===== config.mk =====
export PLATFORM = sky130hd
export DESIGN_NAME = free_block_bitmap_allocator_unit
export DESIGN_NICKNAME = d
export VERILOG_FILES = /design/src/rtl/fbba_pkg.sv /design/src/rtl/free_block_bitmap_allocator_unit.sv /design/src/rtl/fbba_map_mem.sv /design/src/rtl/fbba_zero_find.sv
export SDC_FILE = /design/constraint.sdc
export NUM_CORES = 1
export LEC_CHECK = 0
export ABC_AREA = 1
export BUFFER_PORTS_ARGS = -buffer_cell sky130_fd_sc_hd__buf_2
export CAP_MARGIN = 0
export CORE_ASPECT_RATIO = 1.4
export CORE_MARGIN = 4
export CORE_UTILIZATION = 35
export CTS_BUF_LIST = sky130_fd_sc_hd__clkbuf_8
export DETAILED_ROUTE_END_ITERATION = 12
export GPL_TIMING_DRIVEN = 0
export PLACE_DENSITY = 0.59
export REMOVE_ABC_BUFFERS = 1
export SETUP_SLACK_MARGIN = 0.05
export SYNTH_ARGS = -nofsm -noshare
export SYNTH_HDL_FRONTEND = slang
export SYNTH_SLANG_ARGS = --single-unit

===== constraint.sdc =====
create_clock -name clock -period 8.9 [get_ports clock]
set_clock_uncertainty 0.1 [all_clocks]
set_input_delay 1.335 -clock clock [delete_from_list [all_inputs] [get_ports clock]]
set_output_delay 1.335 -clock clock [all_outputs]
set_load 0.05 [all_outputs]

===== src/rtl/fbba_pkg.sv =====
// Shared types and constants for the free-block bitmap allocator.
package fbba_pkg;

   localparam int MAP_WORDS_DEFAULT = 16;
   localparam int MAX_LIVE_WORDS    = 16;
   localparam int WORD_BITS         = 32;
   localparam int BIT_IDX_W         = 5;
   localparam int BLOCK_W           = 9;
   localparam int WORD_IDX_W        = 4;
   localparam logic [WORD_BITS-1:0] FULL_WORD = 32'hffff_ffff;

   typedef enum logic [1:0] {
      OP_ALLOC = 2'd0,
      OP_FREE  = 2'd1,
      OP_LOAD  = 2'd2,
      OP_READ  = 2'd3
   } op_type;

   typedef enum logic [1:0] {
      STAT_OK       = 2'd0,
      STAT_NOT_OPEN = 2'd1,
      STAT_FULL     = 2'd2,
      STAT_RANGE    = 2'd3
   } status_type;

   typedef enum logic [2:0] {
      S_IDLE,
      S_SCAN,
      S_CLEAR,
      S_FETCH,
      S_REPLY
   } state_type;

   typedef struct packed {
      logic                 found;
      logic [BIT_IDX_W-1:0] bit_idx;
   } find_result_type;

endpackage


===== src/rtl/free_block_bitmap_allocator_unit.sv =====
// Allocate (one word scanned per cycle), free and read use the scan, clear and fetch states;
// load, not-open and out-of-range requests go straight to reply. One request is in work at a
// time; the scan of up to LIVE_WORDS words through the single zero finder sets the rate.
// A new request is taken while the previous word still waits at the response output.
// Synchronous reset clears fs_open and marks every bitmap word free at once.
// Top level of the free-block bitmap allocator.
module free_block_bitmap_allocator_unit #(
   parameter int MAP_WORDS = fbba_pkg::MAP_WORDS_DEFAULT
) (
   input  logic                            clock,
   input  logic                            reset,
   input  logic                            req_valid,
   output logic                            req_stall,
   input  logic [1:0]                      req_operation,
   input  logic [fbba_pkg::BLOCK_W-1:0]    req_block_number,
   input  logic [fbba_pkg::WORD_IDX_W-1:0] req_word_index,
   input  logic [fbba_pkg::WORD_BITS-1:0]  req_word_data,
   output logic                            rsp_valid,
   input  logic                            rsp_stall,
   output logic [1:0]                      rsp_status,
   output logic [fbba_pkg::BLOCK_W-1:0]    rsp_allocated_block,
   output logic [fbba_pkg::WORD_BITS-1:0]  rsp_word_value,
   input  logic                            csr_valid,
   output logic                            csr_ready,
   input  logic                            csr_fs_open
);

   localparam int LIVE_WORDS  = (MAP_WORDS < fbba_pkg::MAX_LIVE_WORDS) ?
                                MAP_WORDS : fbba_pkg::MAX_LIVE_WORDS;
   localparam int WA_W        = (LIVE_WORDS > 1) ? $clog2(LIVE_WORDS) : 1;
   localparam int LIVE_BLOCKS = LIVE_WORDS * fbba_pkg::WORD_BITS;
   localparam logic [fbba_pkg::WORD_IDX_W:0] LIVE_WORDS_L =
      (fbba_pkg::WORD_IDX_W+1)'(LIVE_WORDS);
   localparam logic [fbba_pkg::BLOCK_W:0] LIVE_BLOCKS_L =
      (fbba_pkg::BLOCK_W+1)'(LIVE_BLOCKS);
   localparam logic [WA_W-1:0] LAST_WORD = WA_W'(LIVE_WORDS - 1);

   fbba_pkg::state_type  state_ff, state_in;
   logic                 fs_open_ff;
   logic [WA_W-1:0]      word_ptr_ff, word_ptr_in;
   logic [fbba_pkg::BIT_IDX_W-1:0] bit_ff, bit_in;

   fbba_pkg::status_type           res_status_ff, res_status_in;
   logic [fbba_pkg::BLOCK_W-1:0]   res_block_ff, res_block_in;
   logic [fbba_pkg::WORD_BITS-1:0] res_value_ff, res_value_in;

   logic                           rsp_valid_ff, rsp_valid_in;
   fbba_pkg::status_type           rsp_status_ff;
   logic [fbba_pkg::BLOCK_W-1:0]   rsp_block_ff;
   logic [fbba_pkg::WORD_BITS-1:0] rsp_value_ff;

   logic                           accept;
   logic                           out_free;
   logic                           load_out;
   fbba_pkg::op_type               req_op;
   logic                           word_ok;
   logic                           block_ok;

   logic                           mem_wr_en;
   logic [WA_W-1:0]                mem_wr_addr;
   logic [fbba_pkg::WORD_BITS-1:0] mem_wr_data;
   logic [WA_W-1:0]                mem_rd_addr;
   logic [fbba_pkg::WORD_BITS-1:0] mem_rd_data;
   fbba_pkg::find_result_type      find;

   fbba_map_mem #(
      .DEPTH  (LIVE_WORDS),
      .ADDR_W (WA_W)
   ) u_map_mem (
      .clock   (clock),
      .reset   (reset),
      .wr_en   (mem_wr_en),
      .wr_addr (mem_wr_addr),
      .wr_data (mem_wr_data),
      .rd_addr (mem_rd_addr),
      .rd_data (mem_rd_data)
   );

   fbba_zero_find u_zero_find (
      .word   (mem_rd_data),
      .result (find)
   );

   assign req_stall = (state_ff != fbba_pkg::S_IDLE);
   assign accept    = req_valid && !req_stall;
   assign req_op    = fbba_pkg::op_type'(req_operation);
   assign word_ok   = ({1'b0, req_word_index} < LIVE_WORDS_L);
   assign block_ok  = ({1'b0, req_block_number} < LIVE_BLOCKS_L);
   assign out_free  = !rsp_valid_ff || !rsp_stall;
   assign csr_ready = 1'b1;

   always_comb begin
      state_in = state_ff;
      unique case (state_ff)
         fbba_pkg::S_IDLE: begin
            if (accept) begin
               if (!fs_open_ff) begin
                  state_in = fbba_pkg::S_REPLY;
               end else begin
                  unique case (req_op)
                     fbba_pkg::OP_ALLOC: state_in = fbba_pkg::S_SCAN;
                     fbba_pkg::OP_FREE:
                        state_in = block_ok ? fbba_pkg::S_CLEAR : fbba_pkg::S_REPLY;
                     fbba_pkg::OP_LOAD:  state_in = fbba_pkg::S_REPLY;
                     fbba_pkg::OP_READ:
                        state_in = word_ok ? fbba_pkg::S_FETCH : fbba_pkg::S_REPLY;
                     default:            state_in = fbba_pkg::S_REPLY;
                  endcase
               end
            end
         end
         fbba_pkg::S_SCAN: begin
            if (find.found || (word_ptr_ff == LAST_WORD)) begin
               state_in = fbba_pkg::S_REPLY;
            end
         end
         fbba_pkg::S_CLEAR: state_in = fbba_pkg::S_REPLY;
         fbba_pkg::S_FETCH: state_in = fbba_pkg::S_REPLY;
         fbba_pkg::S_REPLY: begin
            if (out_free) begin
               state_in = fbba_pkg::S_IDLE;
            end
         end
         default: state_in = fbba_pkg::S_IDLE;
      endcase
   end

   always_comb begin
      mem_wr_en     = 1'b0;
      mem_wr_addr   = word_ptr_ff;
      mem_wr_data   = mem_rd_data | (fbba_pkg::WORD_BITS'(1) << find.bit_idx);
      mem_rd_addr   = word_ptr_ff + WA_W'(1);
      word_ptr_in   = word_ptr_ff;
      bit_in        = bit_ff;
      res_status_in = res_status_ff;
      res_block_in  = res_block_ff;
      res_value_in  = res_value_ff;
      load_out      = 1'b0;
      unique case (state_ff)
         fbba_pkg::S_IDLE: begin
            res_status_in = fbba_pkg::STAT_OK;
            res_block_in  = '0;
            res_value_in  = '0;
            bit_in        = req_block_number[fbba_pkg::BIT_IDX_W-1:0];
            unique case (req_op)
               fbba_pkg::OP_ALLOC: mem_rd_addr = '0;
               fbba_pkg::OP_FREE:
                  mem_rd_addr = req_block_number[fbba_pkg::BIT_IDX_W +: WA_W];
               default:            mem_rd_addr = req_word_index[WA_W-1:0];
            endcase
            word_ptr_in = mem_rd_addr;
            if (!fs_open_ff) begin
               res_status_in = fbba_pkg::STAT_NOT_OPEN;
            end else begin
               unique case (req_op)
                  fbba_pkg::OP_ALLOC: ;
                  fbba_pkg::OP_FREE: begin
                     if (!block_ok) res_status_in = fbba_pkg::STAT_RANGE;
                  end
                  fbba_pkg::OP_LOAD: begin
                     if (word_ok) begin
                        mem_wr_en   = accept;
                        mem_wr_addr = req_word_index[WA_W-1:0];
                        mem_wr_data = req_word_data;
                     end else begin
                        res_status_in = fbba_pkg::STAT_RANGE;
                     end
                  end
                  fbba_pkg::OP_READ: begin
                     if (!word_ok) res_status_in = fbba_pkg::STAT_RANGE;
                  end
                  default: ;
               endcase
            end
         end
         fbba_pkg::S_SCAN: begin
            if (find.found) begin
               mem_wr_en    = 1'b1;
               res_block_in = fbba_pkg::BLOCK_W'({word_ptr_ff, find.bit_idx});
            end else if (word_ptr_ff == LAST_WORD) begin
               res_status_in = fbba_pkg::STAT_FULL;
            end else begin
               word_ptr_in = word_ptr_ff + WA_W'(1);
            end
         end
         fbba_pkg::S_CLEAR: begin
            mem_wr_en   = 1'b1;
            mem_wr_data = mem_rd_data & ~(fbba_pkg::WORD_BITS'(1) << bit_ff);
         end
         fbba_pkg::S_FETCH: begin
            res_value_in = mem_rd_data;
         end
         fbba_pkg::S_REPLY: begin
            load_out = out_free;
         end
         default: ;
      endcase
   end

   // The response register keeps its word until the far side takes it.
   assign rsp_valid_in = load_out ? 1'b1 : (rsp_valid_ff && rsp_stall);

   always_ff @(posedge clock) begin
      if (reset) begin
         state_ff     <= fbba_pkg::S_IDLE;
         fs_open_ff   <= 1'b0;
         rsp_valid_ff <= 1'b0;
      end else begin
         state_ff     <= state_in;
         rsp_valid_ff <= rsp_valid_in;
         if (csr_valid && csr_ready) begin
            fs_open_ff <= csr_fs_open;
         end
      end
   end

   always_ff @(posedge clock) begin
      word_ptr_ff   <= word_ptr_in;
      bit_ff        <= bit_in;
      res_status_ff <= res_status_in;
      res_block_ff  <= res_block_in;
      res_value_ff  <= res_value_in;
      if (load_out) begin
         rsp_status_ff <= res_status_ff;
         rsp_block_ff  <= res_block_ff;
         rsp_value_ff  <= res_value_ff;
      end
   end

   assign rsp_valid           = rsp_valid_ff;
   assign rsp_status          = rsp_status_ff;
   assign rsp_allocated_block = rsp_block_ff;
   assign rsp_word_value      = rsp_value_ff;

endmodule


===== src/rtl/fbba_map_mem.sv =====
// Bitmap word memory with one write port, a registered read port and per-word valid bits.
module fbba_map_mem #(
   parameter int DEPTH  = fbba_pkg::MAX_LIVE_WORDS,
   parameter int ADDR_W = fbba_pkg::WORD_IDX_W
) (
   input  logic                           clock,
   input  logic                           reset,
   input  logic                           wr_en,
   input  logic [ADDR_W-1:0]              wr_addr,
   input  logic [fbba_pkg::WORD_BITS-1:0] wr_data,
   input  logic [ADDR_W-1:0]              rd_addr,
   output logic [fbba_pkg::WORD_BITS-1:0] rd_data
);

   logic [fbba_pkg::WORD_BITS-1:0] mem [DEPTH];
   logic [DEPTH-1:0]               valid_ff;
   logic [fbba_pkg::WORD_BITS-1:0] rd_data_ff;
   logic                           rd_valid_ff;

   always_ff @(posedge clock) begin
      if (wr_en) begin
         mem[wr_addr] <= wr_data;
      end
      rd_data_ff <= mem[rd_addr];
   end

   // A word never written since reset reads as all free.
   always_ff @(posedge clock) begin
      if (reset) begin
         valid_ff    <= '0;
         rd_valid_ff <= 1'b0;
      end else begin
         if (wr_en) begin
            valid_ff[wr_addr] <= 1'b1;
         end
         rd_valid_ff <= valid_ff[rd_addr];
      end
   end

   assign rd_data = rd_valid_ff ? rd_data_ff : '0;

endmodule


===== src/rtl/fbba_zero_find.sv =====
// Finds the lowest clear bit of a bitmap word with a five-level halving tree.
module fbba_zero_find (
   input  logic [fbba_pkg::WORD_BITS-1:0] word,
   output fbba_pkg::find_result_type      result
);

   logic [31:0] free_bits;
   logic [15:0] half16;
   logic [7:0]  half8;
   logic [3:0]  half4;
   logic [1:0]  half2;
   logic [4:0]  idx;

   always_comb begin
      free_bits = ~word;
      idx[4] = (free_bits[15:0] == 16'd0);
      half16 = idx[4] ? free_bits[31:16] : free_bits[15:0];
      idx[3] = (half16[7:0] == 8'd0);
      half8  = idx[3] ? half16[15:8] : half16[7:0];
      idx[2] = (half8[3:0] == 4'd0);
      half4  = idx[2] ? half8[7:4] : half8[3:0];
      idx[1] = (half4[1:0] == 2'd0);
      half2  = idx[1] ? half4[3:2] : half4[1:0];
      idx[0] = ~half2[0];
      result.found   = (free_bits != 32'd0);
      result.bit_idx = idx;
   end

endmodule

# ---- Yosys cells after proc, flatten, opt, wreduce, memory -nomap -nowiden
# Memories as Yosys holds them, arrays and structs flattened. A register that Yosys moved wholly into a read port is not among the register bits.
# Index checks and enable logic that the tools add are counted.
dict set report totals {
  word_cells 105
  output_inout_bits 46
  ff_bits 117
  mem_bits_ro 0
  mem_count 1
  mem_bits_rw 512
  latchBits 0
  in_bits 53
}
# name words width read_ports rd_clocked_by_memory_dff wr line
set mem_list {}
lappend mem_list {u_map_mem.mem 16 32 1 1 1 fbba_map_mem.sv:15} ;# logic [fbba_pkg::WORD_BITS-1:0] mem [DEPTH];
dict set report classes {
  n_addsub 1
  n_lt_le_gt_ge 3
  bitwise_logic 6
  n_reduce_logical 23
  eq_ne 15
  shifts 2
  div 0
  muxes 41
  mul 0
}
# cell n
set ops {}
lappend ops {{case mux 32 bit (2 select lines)} 2}
lappend ops {{2-to-1 mux 32 bit} 3}
lappend ops {{inverter 32 bit} 2}
lappend ops {{<< shifter 1 x 5 -> 32 bit (first input constant)} 2}
lappend ops {{AND 32 bit} 1}
lappend ops {{bitwise OR 32 bit} 1}
lappend ops {{nonzero test 32 bit} 1}
lappend ops {{2-to-1 mux 4 bit} 6}
lappend ops {{case mux 3 bit (4 select lines)} 2}
lappend ops {{case mux 9 bit (2 select lines)} 1}
lappend ops {{zero test 16 bit} 1}
lappend ops {{bitwise OR 16 bit} 1}
lappend ops {{case mux 4 bit (2 select lines)} 2}
lappend ops {{2-to-1 mux 15 bit} 1}
lappend ops {{2-to-1 mux 3 bit} 5}
lappend ops {{inequality test 2 bit (second input constant)} 7}
lappend ops {{2-to-1 mux 1 bit} 11}
lappend ops {{< comparator 4 x 5 -> 1 bit (second input constant)} 2}
lappend ops {{2-to-1 mux 9 bit} 1}
lappend ops {{AND reduction 3 bit} 3}
lappend ops {{zero test 8 bit} 1}
lappend ops {{2-to-1 mux 7 bit} 1}
lappend ops {{equality test 3 x 2 -> 1 bit (second input constant)} 2}
lappend ops {{adder 4 x 1 -> 4 bit (second input constant)} 1}
lappend ops {{22 further kinds} 31}

# ---- Logic depth before layout (Yosys ltp)
dict set report depth {
  depth_word 16
  ltp_mapped 22
  mapped_depth_nobuf 21
}

# ---- Hierarchy
# From an unflattened synthesis, not the netlist that was laid out.
dict set report hier_totals {
  cells_unflattened 2362
  hier_area_um2 27530.2
}
# mod n_inst seq_area_each_um2 area_per_inst_um2 cells_per_inst
set modules_own_cells {}
lappend modules_own_cells {fbba_map_mem 1 16355.7 22022.4 1717}
lappend modules_own_cells {free_block_bitmap_allocator_unit 1 2952.8 5046.1 555}
lappend modules_own_cells {fbba_zero_find 1 0.0 461.7 90}

# ---- Worst setup path before layout
# Ideal clock, no wire load.
dict set report synth_path {
  path_type {input to register}
  from {input req_operation[0]}
  to {memory u_map_mem.mem[0][0] in the netlist's numbering, enable pin}
  setup_ns 0.423
  stages 10
  arrival_time_ns 3.990
  path_buffers 0
  setup_slack_ns 4.387
  required_ns 8.377
  path_cell_list {inv_1 > ha_1 > nand2_1 > nor2_1 > inv_1 > o21ai_0 > inv_1 > nor2_1 > inv_1 > nor2_1}
}
dict set report synth_via {
  elab_chain_cells 6
  elab_cells_between_ends 9
  classes_between {eq/ne (1); mux (8)}
}
# item line
set synth_rtl {}
lappend synth_rtl {{start: declaration} free_block_bitmap_allocator_unit.sv:14} ;# input logic [1:0] req_operation,
lappend synth_rtl {{equality test 2 bit *} free_block_bitmap_allocator_unit.sv:155} ;# unique case (req_op)
lappend synth_rtl {{2-to-1 mux 1 bit} free_block_bitmap_allocator_unit.sv:155}
lappend synth_rtl {{2-to-1 mux 1 bit} free_block_bitmap_allocator_unit.sv:152} ;# if (!fs_open_ff) begin
lappend synth_rtl {{case mux 1 bit (3 select lines)} free_block_bitmap_allocator_unit.sv:139} ;# unique case (state_ff)
lappend synth_rtl {{2-to-1 mux 1 bit} fbba_map_mem.sv:21} ;# if (wr_en) begin
lappend synth_rtl {{2-to-1 mux 1 bit (not written as such)} fbba_map_mem.sv:22} ;# mem[wr_addr] <= wr_data;
lappend synth_rtl {{end: declaration} fbba_map_mem.sv:15}
# Every way passes the cells marked *; elsewhere a longest branch is shown, timed or not.

# ---- Worst setup path in the final report
dict set report layout_path {
  from {register state_ff[2]}
  to {memory u_map_mem.mem[10][16] in the netlist's numbering, enable pin}
}
dict set report layout_via {
  elab_chain_cells 8
  elab_cells_between_ends 12
  classes_between {eq/ne (2); mux (6); reduce/logical (4)}
}
# item line
set layout_rtl {}
lappend layout_rtl {{start: declaration} free_block_bitmap_allocator_unit.sv:38} ;# fbba_pkg::state_type state_ff, state_in;
lappend layout_rtl {{start signal: assignment} free_block_bitmap_allocator_unit.sv:205} ;# state_ff <= fbba_pkg::S_IDLE;
lappend layout_rtl {{start signal: assignment} free_block_bitmap_allocator_unit.sv:209} ;# state_ff <= state_in;
lappend layout_rtl {{nonzero test 3 bit} free_block_bitmap_allocator_unit.sv:84} ;# assign req_stall = (state_ff != fbba_pkg::S_IDLE);
lappend layout_rtl {{zero test 1 bit} free_block_bitmap_allocator_unit.sv:85} ;# assign accept = req_valid && !req_stall;
lappend layout_rtl {{logical AND 1 bit} free_block_bitmap_allocator_unit.sv:85}
lappend layout_rtl {{2-to-1 mux 1 bit} free_block_bitmap_allocator_unit.sv:155}
lappend layout_rtl {{2-to-1 mux 1 bit} free_block_bitmap_allocator_unit.sv:152}
lappend layout_rtl {{case mux 1 bit (3 select lines)} free_block_bitmap_allocator_unit.sv:139}
lappend layout_rtl {{2-to-1 mux 1 bit} fbba_map_mem.sv:21}
lappend layout_rtl {{2-to-1 mux 1 bit (not written as such)} fbba_map_mem.sv:22}
# Several ways; a longest one is shown, not always the timed one.

==> flow_summary.json <==
{
  "status": "complete, no violations",
  "overflow": 0,
  "die_w_um": 241,
  "holdWs_ps": 315,
  "synthesis.area_um2": 26700,
  "vias": 18589,
  "fin_tns_setup_ps": 0,
  "mostFrequentLayoutCell": "edfxtp_1",
  "maxCapViolCount": 0,
  "core_um2": 75300,
  "grt_pass1_wl_mm": 116,
  "fmax_mhz": 171,
  "syn_to_final_growth_pct": 15.8,
  "cts_tree": "built",
  "r2r_slack_ps": 3070,
  "drt_iter0_drc": 1959,
  "finalNetCount": 2326,
  "grt_pass1_vias": 18087,
  "drtPass1Iterations": 6,
  "period_minus_slack_ps": 5830,
  "ctsHoldBuffers": 0,
  "fillers": 7011,
  "hold_path.class": "register to register",
  "synth_area_per_cell_um2": 12.3,
  "grt_setup_unrepaired": "no",
  "dieArea_um2": 80800,
  "setup_viol": 0,
  "routed_wl_mm": 80.7,
  "finalCritPeriodShare": 0.655,
  "dp_hpwl_mm": 49.3,
  "postRouteAntennaNets": 0,
  "cts_setup_buffers": 0,
  "dp.cells": 3137,
  "cp_data_required_time_ps": 9190,
  "cts_resized": 0,
  "yosysSeqAreaShare": 0.724,
  "relSlewSlack": 0.135,
  "multiInputGateArea_um2": 6710,
  "drt-vias-per-instance": 5.61,
  "worstMarginPinSlew_ps": 1290,
  "clock_sinks": 661,
  "leakage_uw": 0.0107,
  "antenna_found_initial": 1,
  "finalPower_uw": 8130,
  "clockRootBuffer": "clkbuf_8",
  "endpoint_kind": "register",
  "startpoint_type": "register",
  "clk_latency_ps": 720,
  "regToRegStartpoint": "state_ff[2]",
  "clkTransAtPathRegs_ps": 70,
  "gp_congestion": 0.928,
  "placed_area_um2": 28900,
  "portBuffers": 97,
  "fin_cells": 3315,
  "ys_warn_count": 0,
  "wl_met2_mm": 37.9,
  "cp-startpoint": "state_ff[2]",
  "die_h_um": 335,
  "mostFrequentLayoutCells": "607 x edfxtp_1, 385 x nor2_1, 281 x o21ai_0",
  "ios": 99,
  "htreeDepth": 3,
  "hp-start": "res_block_ff[5]",
  "postLayoutCellArea_um2": 30900,
  "register_area_um2": 19300,
  "grt_usage": 0.195,
  "synth.distinct_cells": 40,
  "num_rows": 119,
  "cts_made_buffers": 96,
  "wl_met1_mm": 32.4,
  "synth.ff_latch_count": 661,
  "peakVddDrop_mv": 0.119,
  "hold_viol": 0,
  "top_layer": "met4",
  "initial_core_util": 0.354,
  "worst-setup-path-type": "register to register",
  "clockBufferDepth": 3,
  "cp_max_fo": 34,
  "wl_per_cell_um": 24.4,
  "route.detailed.drc": 0,
  "grt_max_degree": 159,
  "cp_data_arrival_time_ps": 6120,
  "syn_inst": 2170,
  "drv_slew": 0,
  "drive_gt1_frac": 0.147,
  "powerDensity_nw_per_um2": 263,
  "wl_met3_mm": 6.86
}
final timing paths:
kind / to / cells after the start
hold reg to reg: rsp_allocated_block[5] / 0
hold / removal: rsp_allocated_block[5] / 0
setup reg to reg: u_map_mem.mem[10][16] / 10
setup / recovery: u_map_mem.mem[10][16] / 10
metrics by stage:
stage / utilization / setup slack (ps)
after floorplan: - / -3050
after global placement: 0.370 / -13720
after detailed placement: 0.384 / 3240
after CTS: 0.410 / 3180
after global routing: 0.410 / 2820
final: 0.410 / 3070
worst max-delay path, cell delays in order (launching register included):
cell	delay, ps
dfxtp_1	350
nor2_1	340
inv_1	160
nor2_2	800
clkinv_1	580
nor2_4	850
inv_1	280
o21ai_0	450
nand3_1	410
nor2_4	850
buf_12	310
power by group:
group | total (µW) | internal (µW) | switching (µW)
Sequential | 3880 | 3750 | 134
Combinational | 1810 | 481 | 1330
Clock | 2440 | 1300 | 1140
Total | 8130 | 5530 | 2610
registers in the layout, summed over array words and instances (netlist names):
register and count:
rsp_valid 1, res_status_ff 2, word_ptr_ff 4, rsp_allocated_block 9
u_map_mem.rd_data_ff 32, u_map_mem.mem 512, rsp_word_value 32, fs_open_ff 1
bit_ff 5, state_ff 3, u_map_mem.valid_ff 16, res_block_ff 9
u_map_mem.rd_valid_ff 1, res_value_ff 32, rsp_status 2
per-layer routing:
| layer | global-route usage | up-vias |
|---|---|---|
| met5 | 0 | - |
| met4 | 0.0931 | 0 |
| met3 | 0.0369 | 172 |
| met2 | 0.310 | 975 |
| met1 | 0.257 | 9242 |
| li1 | - | 8200 |
cells in the mapped netlist, drive strengths merged:
cell type  instances  area share
edfxtp           607        0.68
nor2             418       0.062
o21ai            286       0.054
nand2            219       0.034
clkbuf           119       0.017
inv               83       0.012
o211ai            70       0.020
o221ai            67       0.022
o22ai             64       0.015
dfxtp             54       0.041
nand3             44      0.0083
nand4             44       0.010
a21oi             26      0.0050
buf               18      0.0035
nor3               9      0.0017
a31oi              8      0.0019
a32oi              8      0.0026
ha                 6      0.0028
a22o               4      0.0013
a22oi              4      0.0011
a32o               2     0.00075
clkinv             2     0.00028
conb               1     0.00014
nor4               1     0.00023
o21a               1     0.00028
o21bai             1     0.00028
o311ai             1     0.00033
or2                1     0.00023
xnor2              1     0.00033
xor2               1     0.00033
logic make-up (layout without fill, tap and decap cells):
logic type	after synthesis	count (layout)	share of synthesized area
AOI/OAI and AO/OA	542	542	0.124
buffers and inverters	222	398	0.0322
adders and majority gates	6	6	0.00281
and+or+nand+nor	736	736	0.117
other	1	2	0.000141
DFF	661	661	0.724
xor gates and xnor gates	2	2	0.000657
final cells by class:
cell class | instances | share of cell area
antenna | 1 | 0.0000810
clock buffer | 112 | 0.0499
clock inverter | 65 | 0.0139
inverter | 85 | 0.0108
multi-input combinational | 1287 | 0.217
sequential | 661 | 0.625
tap | 968 | 0.0392
timing repair buffer | 136 | 0.0442
No activity file was read; power rests on OpenSTA's default activity.
